==> src/she_pkg.sv <==
// Shared types, constants and round functions of the SHA-256 hash engine.
// No dependencies; imported by the top level and its checker.
package she_pkg;

    typedef enum logic [2:0] {
        ST_IDLE,
        ST_PAD,
        ST_ROUND,
        ST_FOLD,
        ST_DONE
    } she_state_t;

    typedef enum logic {
        CMD_ABSORB = 1'b0,
        CMD_FINISH = 1'b1
    } she_cmd_t;

    typedef struct packed {
        logic       command;
        logic [7:0] data_byte;
    } she_in_t;

    typedef struct packed {
        logic [63:0] digest_word_0;
        logic [63:0] digest_word_1;
        logic [63:0] digest_word_2;
        logic [63:0] digest_word_3;
    } she_out_t;

    localparam logic [7:0] PAD_BYTE   = 8'h80;
    localparam logic [5:0] LEN_POS    = 6'd56;
    localparam logic [5:0] FILL_LAST  = 6'd63;
    localparam logic [5:0] ROUND_LAST = 6'd63;

    localparam logic [31:0] H_INIT [8] = '{
        32'h6a09e667, 32'hbb67ae85, 32'h3c6ef372, 32'ha54ff53a,
        32'h510e527f, 32'h9b05688c, 32'h1f83d9ab, 32'h5be0cd19
    };

    localparam logic [31:0] ROUND_K [64] = '{
        32'h428a2f98, 32'h71374491, 32'hb5c0fbcf, 32'he9b5dba5,
        32'h3956c25b, 32'h59f111f1, 32'h923f82a4, 32'hab1c5ed5,
        32'hd807aa98, 32'h12835b01, 32'h243185be, 32'h550c7dc3,
        32'h72be5d74, 32'h80deb1fe, 32'h9bdc06a7, 32'hc19bf174,
        32'he49b69c1, 32'hefbe4786, 32'h0fc19dc6, 32'h240ca1cc,
        32'h2de92c6f, 32'h4a7484aa, 32'h5cb0a9dc, 32'h76f988da,
        32'h983e5152, 32'ha831c66d, 32'hb00327c8, 32'hbf597fc7,
        32'hc6e00bf3, 32'hd5a79147, 32'h06ca6351, 32'h14292967,
        32'h27b70a85, 32'h2e1b2138, 32'h4d2c6dfc, 32'h53380d13,
        32'h650a7354, 32'h766a0abb, 32'h81c2c92e, 32'h92722c85,
        32'ha2bfe8a1, 32'ha81a664b, 32'hc24b8b70, 32'hc76c51a3,
        32'hd192e819, 32'hd6990624, 32'hf40e3585, 32'h106aa070,
        32'h19a4c116, 32'h1e376c08, 32'h2748774c, 32'h34b0bcb5,
        32'h391c0cb3, 32'h4ed8aa4a, 32'h5b9cca4f, 32'h682e6ff3,
        32'h748f82ee, 32'h78a5636f, 32'h84c87814, 32'h8cc70208,
        32'h90befffa, 32'ha4506ceb, 32'hbef9a3f7, 32'hc67178f2
    };

    function automatic logic [31:0] big_sigma0(input logic [31:0] x);
        return {x[1:0], x[31:2]} ^ {x[12:0], x[31:13]} ^ {x[21:0], x[31:22]};
    endfunction

    function automatic logic [31:0] big_sigma1(input logic [31:0] x);
        return {x[5:0], x[31:6]} ^ {x[10:0], x[31:11]} ^ {x[24:0], x[31:25]};
    endfunction

    function automatic logic [31:0] small_sigma0(input logic [31:0] x);
        return {x[6:0], x[31:7]} ^ {x[17:0], x[31:18]} ^ {3'b000, x[31:3]};
    endfunction

    function automatic logic [31:0] small_sigma1(input logic [31:0] x);
        return {x[16:0], x[31:17]} ^ {x[18:0], x[31:19]} ^ {10'd0, x[31:10]};
    endfunction

endpackage

==> src/sha256_hash_engine.sv <==
// SHA-256 hash engine top level: byte absorb, padding sequencer, round unit.
// Depends on she_pkg for beat types, round constants and sigma functions.
//
// Feed the message one byte per input beat with command = 0, then send one
// beat with command = 1 to pad and finish; that beat alone yields a result
// beat holding the 256-bit digest as four 64-bit words, most significant
// first, after which the engine is ready for a new message. The byte that
// completes a 64-byte block is followed by the round unit (one round a
// cycle, shared by all rounds and carrying the message schedule in the
// block register) and a fold of the working words into the hash, with
// s_ready low throughout. A finish beat then shifts in the pad byte, zeros
// and the length one byte a cycle up to the block end, runs one or two
// compressions, and loads the result register, later if the previous
// digest has not yet left the result register. The result register frees
// the output side: absorb beats are taken while a digest waits, and only
// the loading of a further digest waits for m_ready.
module sha256_hash_engine
    import she_pkg::*;
(
    input  logic     aclk,
    input  logic     aresetn,
    input  logic     s_valid,
    output logic     s_ready,
    input  she_in_t  s_data,
    output logic     m_valid,
    input  logic     m_ready,
    output she_out_t m_data
);

    she_state_t  state_reg, state_next;
    logic [31:0] hash_reg [8];
    logic [31:0] hash_next [8];
    logic [31:0] v_reg [8];
    logic [31:0] v_next [8];
    logic [511:0] blk_reg, blk_next;
    logic [5:0]  fill_reg, fill_next;
    logic [60:0] count_reg, count_next;
    logic [63:0] len_reg, len_next;
    logic [5:0]  round_reg, round_next;
    logic        pad_reg, pad_next;
    logic        ovf_reg, ovf_next;
    logic        m_valid_reg, m_valid_next;
    she_out_t    m_data_reg, m_data_next;

    // Round unit: word window sits in blk_reg, oldest word at the top.
    logic [31:0] w_cur, w_new, t1, t2, ch, maj;
    logic        out_free;

    assign out_free = !m_valid_reg || m_ready;

    always_comb begin
        w_cur = blk_reg[511:480];
        w_new = w_cur + small_sigma0(blk_reg[479:448]) + blk_reg[223:192]
              + small_sigma1(blk_reg[63:32]);
        ch    = (v_reg[4] & v_reg[5]) ^ (~v_reg[4] & v_reg[6]);
        maj   = (v_reg[0] & v_reg[1]) ^ (v_reg[0] & v_reg[2]) ^ (v_reg[1] & v_reg[2]);
        t1    = v_reg[7] + big_sigma1(v_reg[4]) + ch + ROUND_K[round_reg] + w_cur;
        t2    = big_sigma0(v_reg[0]) + maj;
    end

    // Sequencer next state.
    always_comb begin
        state_next = state_reg;
        case (state_reg)
            ST_IDLE: begin
                if (s_valid) begin
                    if (fill_reg == FILL_LAST) begin
                        state_next = ST_ROUND;
                    end else if (s_data.command == CMD_FINISH) begin
                        state_next = ST_PAD;
                    end
                end
            end
            ST_PAD: begin
                if (fill_reg == FILL_LAST) begin
                    state_next = ST_ROUND;
                end
            end
            ST_ROUND: begin
                if (round_reg == ROUND_LAST) begin
                    state_next = ST_FOLD;
                end
            end
            ST_FOLD: begin
                if (!pad_reg) begin
                    state_next = ST_IDLE;
                end else if (ovf_reg) begin
                    state_next = ST_PAD;
                end else begin
                    state_next = ST_DONE;
                end
            end
            ST_DONE: begin
                if (out_free) begin
                    state_next = ST_IDLE;
                end
            end
            default: state_next = ST_IDLE;
        endcase
    end

    // Sequencer outputs and datapath next values.
    always_comb begin
        s_ready      = 1'b0;
        hash_next    = hash_reg;
        v_next       = v_reg;
        blk_next     = blk_reg;
        fill_next    = fill_reg;
        count_next   = count_reg;
        len_next     = len_reg;
        round_next   = round_reg;
        pad_next     = pad_reg;
        ovf_next     = ovf_reg;
        m_data_next  = m_data_reg;
        m_valid_next = m_valid_reg && !m_ready;

        case (state_reg)
            ST_IDLE: begin
                s_ready = 1'b1;
                if (s_valid) begin
                    fill_next = fill_reg + 6'd1;
                    if (s_data.command == CMD_FINISH) begin
                        // Latch the bit length, append the pad byte.
                        blk_next = {blk_reg[503:0], PAD_BYTE};
                        len_next = {count_reg, 3'b000};
                        pad_next = 1'b1;
                        ovf_next = (fill_reg >= LEN_POS);
                    end else begin
                        blk_next   = {blk_reg[503:0], s_data.data_byte};
                        count_next = count_reg + 61'd1;
                    end
                end
            end
            ST_PAD: begin
                fill_next = fill_reg + 6'd1;
                if (ovf_reg || (fill_reg < LEN_POS)) begin
                    blk_next = {blk_reg[503:0], 8'h00};
                end else begin
                    // Length field, most significant byte first.
                    blk_next = {blk_reg[503:0], len_reg[63:56]};
                    len_next = {len_reg[55:0], 8'h00};
                end
            end
            ST_ROUND: begin
                v_next[7]  = v_reg[6];
                v_next[6]  = v_reg[5];
                v_next[5]  = v_reg[4];
                v_next[4]  = v_reg[3] + t1;
                v_next[3]  = v_reg[2];
                v_next[2]  = v_reg[1];
                v_next[1]  = v_reg[0];
                v_next[0]  = t1 + t2;
                blk_next   = {blk_reg[479:0], w_new};
                round_next = round_reg + 6'd1;
            end
            ST_FOLD: begin
                for (int i = 0; i < 8; i++) begin
                    hash_next[i] = hash_reg[i] + v_reg[i];
                end
                // Overflow block done: length goes in the next one.
                ovf_next = 1'b0;
            end
            ST_DONE: begin
                if (out_free) begin
                    m_valid_next               = 1'b1;
                    m_data_next.digest_word_0  = {hash_reg[0], hash_reg[1]};
                    m_data_next.digest_word_1  = {hash_reg[2], hash_reg[3]};
                    m_data_next.digest_word_2  = {hash_reg[4], hash_reg[5]};
                    m_data_next.digest_word_3  = {hash_reg[6], hash_reg[7]};
                    hash_next                  = H_INIT;
                    count_next                 = '0;
                    pad_next                   = 1'b0;
                end
            end
            default: ;
        endcase

        // Entering the rounds: load working words, restart the counter.
        if ((state_next == ST_ROUND) && (state_reg != ST_ROUND)) begin
            v_next     = hash_next;
            round_next = '0;
        end
    end

    always_ff @(posedge aclk) begin
        if (!aresetn) begin
            state_reg   <= ST_IDLE;
            hash_reg    <= H_INIT;
            fill_reg    <= '0;
            count_reg   <= '0;
            pad_reg     <= 1'b0;
            ovf_reg     <= 1'b0;
            m_valid_reg <= 1'b0;
        end else begin
            state_reg   <= state_next;
            hash_reg    <= hash_next;
            fill_reg    <= fill_next;
            count_reg   <= count_next;
            pad_reg     <= pad_next;
            ovf_reg     <= ovf_next;
            m_valid_reg <= m_valid_next;
        end
    end

    always_ff @(posedge aclk) begin
        v_reg      <= v_next;
        blk_reg    <= blk_next;
        len_reg    <= len_next;
        round_reg  <= round_next;
        m_data_reg <= m_data_next;
    end

    assign m_valid = m_valid_reg;
    assign m_data  = m_data_reg;

endmodule

==> config.mk <==
export PLATFORM = sky130hd
export DESIGN_NAME = sha256_hash_engine
export DESIGN_NICKNAME = d
export VERILOG_FILES = /design/src/she_pkg.sv /design/src/sha256_hash_engine.sv
export SDC_FILE = /design/constraint.sdc
export NUM_CORES = 2
export LEC_CHECK = 0
export BUFFER_PORTS_ARGS = -buffer_cell sky130_fd_sc_hd__buf_2
export CAP_MARGIN = 20
export CORE_AREA = 2 2 414 416
export CTS_CLUSTER_DIAMETER = 100
export CTS_CLUSTER_SIZE = 12
export DETAILED_ROUTE_END_ITERATION = 8
export DIE_AREA = 0 0 416 418
export PLACE_DENSITY = 0.7
export SYNTH_ARGS = -nofsm -noshare
export SYNTH_HDL_FRONTEND = slang
export SYNTH_SLANG_ARGS = --single-unit
==> constraint.sdc <==
create_clock -name aclk -period 69.1 [get_ports aclk]
set_input_delay 6.91 -clock aclk [delete_from_list [all_inputs] [get_ports aclk]]
set_output_delay 6.91 -clock aclk [all_outputs]
set_load 0.005 [all_outputs]
[After elaboration in Yosys (flattened, before gate mapping)]
Memories as Yosys holds them, arrays and structs flattened.
Cells that the tools add are included.
Storage, ports and cells
  output and inout bits: 258
  memory bits (read-only): 2048
  word-level logic and storage cells: 143
  register bits after elaboration: 1423
  memories kept: 1
Cells by class
  $add $sub $neg: 21
  mux-type cells: 39
  eq/ne operators: 13
  magnitude comparators: 3
  bitwise operators: 18
  reductions and logical operators: 19
Memory list
  (no name shown): words 64, bits a word 32, read ports 1, clocked after memory_dff 0, write ports 0, RTL line sha256_hash_engine.sv:57  | t1 = v_reg[7] + big_sigma1(v_reg[4]) + ch + ROUND_K[round_reg] + w_cur;
Operators with widths (number)
  $pmux W512 S3: 1
  $mux W256: 3
  $add A32 B32 Y32: 18
  $mux W512: 1
  $pmux W256 S2: 1
  $xor A32 B32 Y32: 9
  $mux W64: 3
  $mux W61: 3
  $and A32 B32 Y32: 5
  $pmux W64 S2: 1
  $pmux W61 S2: 1
  $mux W32: 2
  $add A61 B1 Y61 const B: 1
  $not A32 Y32: 1
  $xor A32 B22 Y32: 1
  $xor A32 B29 Y32: 1
  $mux W3: 8
  $mux W8: 2
  $pmux W3 S5: 1
  $add A6 B1 Y6 const B: 2
  $eq A6 B6 Y1 const B: 2
  $pmux W6 S2: 1
  $reduce_and A4 Y1: 3
  $ne A2 B2 Y1 const B: 5
  19 further kinds: 37

[Depth between registers and ports, before layout]
  word-level depth: 9
  mapped depth: 38
  mapped depth without buffers: 35

[Worst setup path before layout]
Ideal clock, no wire load.
  path kind: input-to-reg
  start: in s_valid
  end: reg blk_reg[0] (enable)
  required time: 66.959 ns
  data arrival time: 44.102 ns
  cell stages on the path: 2
  slack: 22.857 ns
  cell sequence: nor3_1 -> a211oi_1
Between the ends
  cells in the longest elaborated chain, start to end: 2
Ends and longest elaborated chain
  start: declaration: RTL line sha256_hash_engine.sv:22  | input logic s_valid,
  $ne A2 B2 Y1 (no source line)
  $reduce_and A2 Y1 (no source line)
  end signal: assignment: RTL line sha256_hash_engine.sv:207  | blk_reg <= blk_next;
  end: declaration: RTL line sha256_hash_engine.sv:35  | logic [511:0] blk_reg, blk_next;
Every way passes these cells.
A chain may end at the register's enable or synchronous reset.

==> impl_results.md <==
- Status: finished, final reports clean
- Register area: 39300 sq um
- Clock Sinks: 1420
- Vias per Instance: 5.85
- Fmax: 103 MHz
- Worst-path clk slew: 60 ps
- Max reg flops: 512
- Post-synth cell types: 101
- Crit path capture type: flop
- Start of the worst register-to-register path: round_reg[3]
- Die Y: 418 um
- Sw frac: 0.322
- Hold buffers post-CTS: 0
- Total GRT Usage: 0.277
- Post-synth top area share: 0.395
- Register bit total from synthesis: 1420
- H-tree depth: 4
- Avg Cell Area, Syn: 9.64 sq um
- Final hold vios: 0
- NumNets Final: 9171
- Critical path's slowest cell: nor2_1
- Rel. slew slack: 0.102
- Clock power share: 0.298
- Antenna violations before repair: 3
- Most used cell, CP: o21ai_0
- Initial drt markers: 7468
- Commonest cells in the netlist: nand2_1 (2068), edfxtp_1 (1085), o21ai_0 (602)
- Global-route wire length before repair: 368 mm
- Final WS setup: 59410 ps
- Post-synthesis simple-gate area fraction: 0.159
- Synth async-reset ratio: 0
- Final worst path period share: 0.140
- Mapped Area: 82400 sq um
- R2R Setup Slk: 59410 ps
- DP Worst Slack: 58650 ps
- Vias in the first global route: 60100
- Drt first pass iters: 6
- Most common cell in the synthesized netlist: nand2_1
- Setup TNS Final: 0 ps
- Area of the multi-input gates: 39900 sq um
- Peak VDD IR: 0.0275 mV
- Pins Over Slew Limit: 0
- Hold Crit Class: reg -> reg
- Later-pin clock latency in the skew report: 820 ps
- CTS max path bufs: 3
- Worst-path fanout max: 49
- Clock buffer count from CTS: 136
- CP peak stage delay: 730 ps
- Adder and majority gate portion of the synthesized area: 0.112
- Crit path launch: round_reg[3]
- IO Port Bufs: 270
- Placer congestion estimate: 1.02
- Largest cells by area after synthesis: edfxtp_1 (40%), nand2_1 (9.4%), dfxtp_1 (8.1%)
- EDFF count, synth: 1085
- Number of buffers and inverters on the critical path: 4
- Combinational family with the most area after synthesis: simple AND/OR/NAND/NOR gates
- Reg2reg end: v_reg[253]
- Final WL: 248 mm
- Synth warnings: 0
- Max_cap viols: 0
- Final setup viols: 0
- Combinational power share: 0.283
- Worst Setup Start Kind: flop
- Worst Skew: 42.6 ps
- Layout area overhead: 8.67%
- CP Depth: 32
- Crit Path Category: reg -> reg
- Post-synthesis xor/xnor area fraction: 0.0656
- CTS Root Cell: clkbuf_16
- Synth Flop Type: edfxtp_1
- CP required: 69620 ps
- CTS tree: yes
- Area leader, netlist: edfxtp_1
- Share of cells above drive strength 1: 0.0684
- I/O pins: 271
- Syn Nets: 9159
- Via count: 63600
- Reg2Reg Depth: 32
- Post-route ant nets: 0
- Filler cells: 15000
- Die area: 174000 sq um
- Crit path arrival time: 10210 ps
- Final core occ: 0.530
- PD cells: 26.6 nW/um^2
- RSZ-0062 raised after global routing: no
- Core footprint: 169000 sq um
- Std-Cell Rows: 151
- Setup Fix Bufs, Post-CTS: 0
- GRT overflow: 0
- DRC Markers: 0
- Mux contribution to synthesized area: 0.00788
- Tightest Pin Transition: 1350 ps
- Die X: 416 um
- Final Critical Period: 9690 ps
- Cts repair resizes: 0
- Seq/Total Area, Yosys: 0.477
- Largest net degree at the start of global routing: 240
- Syn Inst Count: 8553
- DR WL/cell: 22.8 um
- Psw: 0.000767 W
- Static leakage: 37.0 nW
- HPWL after DPL: 178 mm
- Sequential fraction of design power: 0.418
- Starting Density: 0.488
- Power Internal: 0.00162 W
- Synth Area in Compound Gates: 0.139
- Setup crit end: v_reg[253]
- Top delay family on crit path: compound AO/OA/AOI/OAI gates
through the flow:
step | hold slack [ps] | instance area (sq um) | std cells | total power (W)
after floorplan | 425 | 82400 | 8553 | 0.00152
after global placement | 447 | 85500 | 10600 | 0.00166
after detailed placement | 441 | 85500 | 10600 | 0.00167
after CTS | 455 | 89500 | 10900 | 0.00238
after global routing | 474 | 89600 | 10900 | 0.00249
final | 455 | 89600 | 10900 | 0.00238
layer usage:
layer  GRT usage  share of wire  vias to the layer above
met3      0.0545          0.084                      458
li1            -              -                    29700
met1       0.386           0.43                    30900
met4       0.119          0.046                        4
met2       0.421           0.44                     2565
met5           0        0.00011                        -
power groups by stage:
stage	registers (W)	logic [W]	clock network, W
final	0.000998	0.000675	0.000711
after global routing	0.00100	0.000740	0.000755
after CTS	0.000997	0.000661	0.000723
after detailed placement	0.00102	0.000655	0
after global placement	0.00101	0.000642	0
after floorplan	0.00103	0.000490	0
cell usage in the layout (no fill, tap or decap), types with 47 or more instances in the layout:
cell type	count
nand2_1	2062
edfxtp_1	1085
o21ai_0	602
a21oi_1	448
inv_1	405
xnor2_1	399
ha_1	398
nor2_1	384
dfxtp_1	332
buf_2	269
xor2_1	219
a21o_1	212
fa_1	195
clkbuf_16	141
nand3_1	131
nor2b_1	103
nor3_1	76
buf_4	76
a31oi_1	72
or3_1	65
o21bai_1	64
clkbuf_1	64
a211oi_1	57
nand2b_1	49
and3_1	47
and2_1	47
cells by family after synthesis:
family                   count (synthesis)
buffers and inverters                  889
adder cells (fa/ha/maj)                624
XOR/XNOR                               618
flip-flops                            1420
multiplexers                            56
AO/OA/AOI/OAI                         1852
AND/OR/NAND/NOR                       3094
worst min-delay path by stage:
stage / from / to / cells after the start
3_3_place_gp: hash_reg[108] / m_data[108] / 0
4_1_cts: hash_reg[96] / m_data[96] / 0
6_report: hash_reg[96] / m_data[96] / 0
3_5_place_dp: hash_reg[96] / m_data[96] / 0
2_1_floorplan: hash_reg[95] / m_data[95] / 0
5_1_grt: hash_reg[96] / m_data[96] / 0
layout make-up:
type,instances,area share
Inverter,408,0.0172
Multi-Input combinational cell,6244,0.445
Clock buffer,205,0.0421
Sequential cell,1420,0.439
Timing Repair Buffer,355,0.0236
Antenna cell,5,0.000140
Tap cell,2218,0.0310
Clock inverter,12,0.00215
Power figures use the tool's default switching activity.
